===== src/rtl/core/ffa_pkg.sv =====
// -----------------------------------------------------------------------------
// ffa_pkg
// Shared types and constants of the first-fit free-list allocator.
// -----------------------------------------------------------------------------
package ffa_pkg;

	localparam int unsigned ALIGN_BYTES  = 16;   // power of two
	localparam int unsigned HEADER_BYTES = 16;

	localparam logic [23:0] POOL_RESET = 24'(14 * 1024 * 1024);
	localparam logic [24:0] ALIGN_LOW  = 25'(ALIGN_BYTES - 1);
	localparam logic [25:0] HEADER_W   = 26'(HEADER_BYTES);

	typedef enum logic [2:0] {
		ST_OK      = 3'd0,
		ST_OOM     = 3'd1,
		ST_ZERO    = 3'd2,
		ST_FULL    = 3'd3,
		ST_UNKNOWN = 3'd4,
		ST_DOUBLE  = 3'd5
	} status_t;

	typedef enum logic [1:0] {
		SRC_NONE = 2'd0,
		SRC_HIT  = 2'd1,
		SRC_NEW  = 2'd2
	} res_src_t;

	localparam logic KIND_ALLOC = 1'b0;

	typedef struct packed {
		logic     in_ready;
		logic     load;
		logic     init;
		logic     advance;
		logic     unlink;
		logic     alloc_new;
		logic     release_blk;
		logic     wr_res;
		status_t  st;
		res_src_t src;
		logic     emit;
	} cmd_t;

	typedef struct packed {
		logic in_valid;
		logic kind;
		logic zero_req;
		logic addr_zero;
		logic cur_in_range;
		logic fit;
		logic match;
		logic hit_free;
		logic no_room;
		logic table_full;
		logic out_free;
	} sts_t;

endpackage


===== src/rtl/core/ffa_ctrl.sv =====
// -----------------------------------------------------------------------------
// ffa_ctrl
// Sequencer: decodes a request, walks the free list or scans the block table.
// -----------------------------------------------------------------------------
module ffa_ctrl (
	input  logic          clk,
	input  logic          arst_n,
	input  ffa_pkg::sts_t sts,
	output ffa_pkg::cmd_t cmd
);

	typedef enum logic [5:0] {
		S_IDLE  = 6'b000001,
		S_START = 6'b000010,
		S_ISSUE = 6'b000100,
		S_CHECK = 6'b001000,
		S_BUMP  = 6'b010000,
		S_EMIT  = 6'b100000
	} state_t;

	state_t state_q, state_d;

	always_comb begin
		cmd = '0;
		cmd.st = ffa_pkg::ST_OK;
		cmd.src = ffa_pkg::SRC_NONE;
		state_d = state_q;
		case (state_q)
			S_IDLE: begin
				cmd.in_ready = 1'b1;
				if (sts.in_valid) begin
					cmd.load = 1'b1;
					state_d = S_START;
				end
			end
			S_START: begin
				// hold off until the previous result has left the output register
				if (sts.out_free) begin
					if (sts.kind == ffa_pkg::KIND_ALLOC && sts.zero_req) begin
						cmd.wr_res = 1'b1;
						cmd.st = ffa_pkg::ST_ZERO;
						state_d = S_EMIT;
					end else if (sts.kind != ffa_pkg::KIND_ALLOC && sts.addr_zero) begin
						cmd.wr_res = 1'b1;
						state_d = S_EMIT;
					end else begin
						cmd.init = 1'b1;
						state_d = S_ISSUE;
					end
				end
			end
			S_ISSUE: begin
				if (sts.cur_in_range) begin
					state_d = S_CHECK;
				end else if (sts.kind == ffa_pkg::KIND_ALLOC) begin
					state_d = S_BUMP;
				end else begin
					cmd.wr_res = 1'b1;
					cmd.st = ffa_pkg::ST_UNKNOWN;
					state_d = S_EMIT;
				end
			end
			S_CHECK: begin
				if (sts.kind == ffa_pkg::KIND_ALLOC) begin
					if (sts.fit) begin
						cmd.unlink = 1'b1;
						cmd.wr_res = 1'b1;
						cmd.src = ffa_pkg::SRC_HIT;
						state_d = S_EMIT;
					end else begin
						cmd.advance = 1'b1;
						state_d = S_ISSUE;
					end
				end else if (sts.match) begin
					cmd.wr_res = 1'b1;
					if (sts.hit_free) begin
						cmd.st = ffa_pkg::ST_DOUBLE;
					end else begin
						cmd.release_blk = 1'b1;
					end
					state_d = S_EMIT;
				end else begin
					cmd.advance = 1'b1;
					state_d = S_ISSUE;
				end
			end
			S_BUMP: begin
				cmd.wr_res = 1'b1;
				if (sts.no_room) begin
					cmd.st = ffa_pkg::ST_OOM;
				end else if (sts.table_full) begin
					cmd.st = ffa_pkg::ST_FULL;
				end else begin
					cmd.alloc_new = 1'b1;
					cmd.src = ffa_pkg::SRC_NEW;
				end
				state_d = S_EMIT;
			end
			S_EMIT: begin
				if (sts.out_free) begin
					cmd.emit = 1'b1;
					state_d = S_IDLE;
				end
			end
			default: state_d = S_IDLE;
		endcase
	end

	always_ff @(posedge clk or negedge arst_n) begin
		if (!arst_n) begin
			state_q <= S_IDLE;
		end else begin
			state_q <= state_d;
		end
	end

	// a request is taken only when the sequencer is free
	a_load_idle: assert property (@(posedge clk) disable iff (!arst_n)
		cmd.load |=> state_q == S_START)
		else $error("load did not start a request");

	// every table write leads straight to the result beat
	a_commit_emit: assert property (@(posedge clk) disable iff (!arst_n)
		(cmd.unlink || cmd.alloc_new || cmd.release_blk) |=> state_q == S_EMIT)
		else $error("commit without result");

	// the result slot is written exactly once per request before emitting
	a_wr_emit: assert property (@(posedge clk) disable iff (!arst_n)
		cmd.wr_res |=> state_q == S_EMIT && !cmd.wr_res)
		else $error("result written twice");

endmodule


===== config.mk =====
export PLATFORM = sky130hd
export DESIGN_NAME = ffa_ctrl
export DESIGN_NICKNAME = d
export VERILOG_FILES = /design/src/rtl/core/ffa_pkg.sv /design/src/rtl/core/ffa_ctrl.sv
export SDC_FILE = /design/constraint.sdc
export NUM_CORES = 1
export LEC_CHECK = 0
export CAP_MARGIN = 10
export CORE_AREA = 2 2 39 41
export CTS_BUF_LIST = sky130_fd_sc_hd__clkbuf_8 sky130_fd_sc_hd__clkbuf_16
export DETAILED_ROUTE_END_ITERATION = 12
export DIE_AREA = 0 0 41 43
export DONT_BUFFER_PORTS = 1
export PLACE_DENSITY = 0.6
export SYNTH_ARGS = -nofsm -noshare
export SYNTH_HDL_FRONTEND = slang
export SYNTH_SLANG_ARGS = --single-unit

===== constraint.sdc =====
create_clock -name clk -period 4.1 [get_ports clk]
set_input_delay 0.615 -clock clk [delete_from_list [all_inputs] [get_ports clk]]
set_output_delay 0.615 -clock clk [all_outputs]
set_load 0.01 [all_outputs]

==> flow_summary.ini <==
[final_layout]
finish.utilization_pct = 40.9
area_growth_pct = 12.2
final_area_um2 = 566
final_common_cell = nand2_1
drive_gt1_share_pct = 17.7
final_cell_mix = nand2_1, inv_1, dfrtp_1
reg.largest.list = state_q: 6 flops
fin_nets = 76
n_antenna_cell = 0
largest_reg_flops = 6
largest_register = state_q

[floorplanning]
die_w_um = 41
initial_core_util_pct = 36.4
die_area_um2 = 1760
core_area_um2 = 1380
die_h_um = 43
ios = 27
fp-row-count = 14

[power_and_ir_drop]
power_density_nw_per_um2 = 517
switching_share_pct = 34.4
p_clk_share_pct = 30.4
switching_power_mw = 0.101
internal_power_mw = 0.192
p_total_mw = 0.292
combPwrFrac_pct = 35.9
peakVddDrop_uv = 265
p_leak_nw = 0.237
seqPwrFrac_pct = 33.7

[critical_path]
path_buf_inv = 0
critPathLaunchType = flip-flop
critPathKind = flip-flop to primary output
endpoint_kind = primary output
critPathTopFamily = simple AND/OR/NAND/NOR gates
max_stage_delay_ns = 0.58
cp_slowest_cell = or4_4
crit_path_max_fanout = 7
critical_path.cell_chain = or4_4 -> nor3b_2 -> nand2_1 -> o32ai_1
worstPathRequired_ns = 3.48
worst-endpoint-arrival_ns = 1.86

[detailed_routing]
drt_iter0_markers = 4
drc_errors = 0
drtAntennaViolNets = 0
routed_wl_um = 1040
wl_per_cell_um = 13.3
drt-pass1-iter-count = 4
num_vias = 463
vias_per_cell = 5.94

[clock_network]
cts_buffers = 3
insertion_delay_ns = 0.22
cts_resized = 0
cts_root_buf = clkbuf_8
cts_sinks = 6
cts_buffer_depth = 2
postCtsSetupBuffers = 0
cts_tree = built
clk_pin_slew_ns = 0.04
cts-hold-fix-buffers = 0
cts_max_level = 1

[placed_design]
io_buffers = 0
dpl_cell_area_um2 = 520
detailed_place_hpwl_um = 857
gp_congestion = 0.736
pre_cts_ws_ns = 1.86

[synth]
synth_area_per_cell_um2 = 8.55
synth_seq_cells = 6
yosys_most_used_dff = dfrtp_1
syn_nets = 72
seq_area_frac_synth_pct = 30.0
ys_types = 31
synth_warnings = 0
synth_edf_count = 0
netlist_instances = 59
netlist_area_um2 = 504
async_reset_ff_share_pct = 100

[timing]
rsz0062_at_grt = no
finalSetupViolations = 0
setup_slack_ns = 1.63
hold_viol_final = 0
timing.final.max_slew_violations = 0
worstMarginPinSlew_ns = 0.421
period_minus_slack_ns = 2.47
timing.fmax_mhz = 405
fin_crit_sh_pct = 60.3
slew_headroom_pct = 71.9
fin_setup_tns_ns = 0
fin_skew_ns = 0.00547

[grt]
grt_max_degree = 11
grt-ovfl-total = 0
grt_use_total_pct = 13.4
grt_pass1_vias = 397
antenna_found_initial = 0
grt_pass1_wl_um = 1590

[outcome]
status = completed

[worst_hold_path]
hp-class = input pin to async pin

[job]
cap_violations = 0
-- cell type report --
| cell class | count | area (µm²) |
|---|---|---|
| Multi-Input combinational cell | 48 | 334 |
| Tap cell | 16 | 20.0 |
| Clock buffer | 3 | 41.3 |
| Sequential cell | 6 | 151 |
| Inverter | 4 | 15.0 |
| Clock inverter | 1 | 3.75 |
| Fill cell | 148 | 818 |
-- cells by family (layout without fill, tap and decap cells) --
logic type             Yosys count  count (layout)  synth area share, %
flip-flops                       6               6                 30.0
multiplexers                     1               1                 1.99
AND/OR/NAND/NOR                 36              36                 47.9
buffers and inverters            5               8                 3.72
AO/OA/AOI/OAI                   10              10                 14.6
XOR/XNOR                         1               1                 1.74
-- cell usage after synthesis, types with 2 or more instances --
| library cell | count | area [µm²] |
|---|---|---|
| inv_1 | 4 | 15.0 |
| nand2_1 | 6 | 22.5 |
| dfrtp_1 | 5 | 125 |
| nor2_1 | 4 | 15.0 |
| nand3b_1 | 4 | 30.0 |
| nor3b_2 | 3 | 37.5 |
| and2_1 | 2 | 12.5 |
| nor4_1 | 3 | 18.8 |
| nand4_1 | 2 | 12.5 |
| nor3_1 | 4 | 20.0 |
| nor3b_1 | 2 | 15.0 |
-- path summary, 6_finish.rpt --
kind                             from          to  slack, ns  cells after the start
setup reg to reg           state_q[2]  state_q[1]       2.36                      4
min in group clk               sts[6]  state_q[4]       0.46                      1
hold / removal                 arst_n  state_q[4]       0.09                      0
setup / recovery           state_q[2]      cmd[4]       1.63                      4
hold reg to reg            state_q[1]  state_q[0]       0.67                      3
max in group asynchronous      arst_n  state_q[0]       3.84                      0
-- per-stage QoR --
stage | hold slack, ns | cells
after global placement | 0.320 | 74
after floorplan | 0.319 | 59
after CTS | 0.0821 | 78
after detailed placement | 0.320 | 74
final | 0.0876 | 78
after global routing | 0.0810 | 78
-- power by group through the flow --
stage / registers [mW] / clock network, mW / logic [mW]
CTS: 0.0982 / 0.0919 / 0.107
global placement: 0.0998 / 0 / 0.105
finish: 0.0986 / 0.0887 / 0.105
global route: 0.101 / 0.0930 / 0.118
detailed placement: 0.0989 / 0 / 0.107
floorplan: 0.0944 / 0 / 0.0945
-- per-layer routing --
layer	vias to the layer above	part of all wire [%]	track usage (%)
met4	0	1.5	6.00
met5	-	0	0
li1	229	-	-
met1	214	41	16.3
met3	2	7.5	2.09
met2	18	50	21.9
Note: power is estimated with default switching activity, not from simulation.
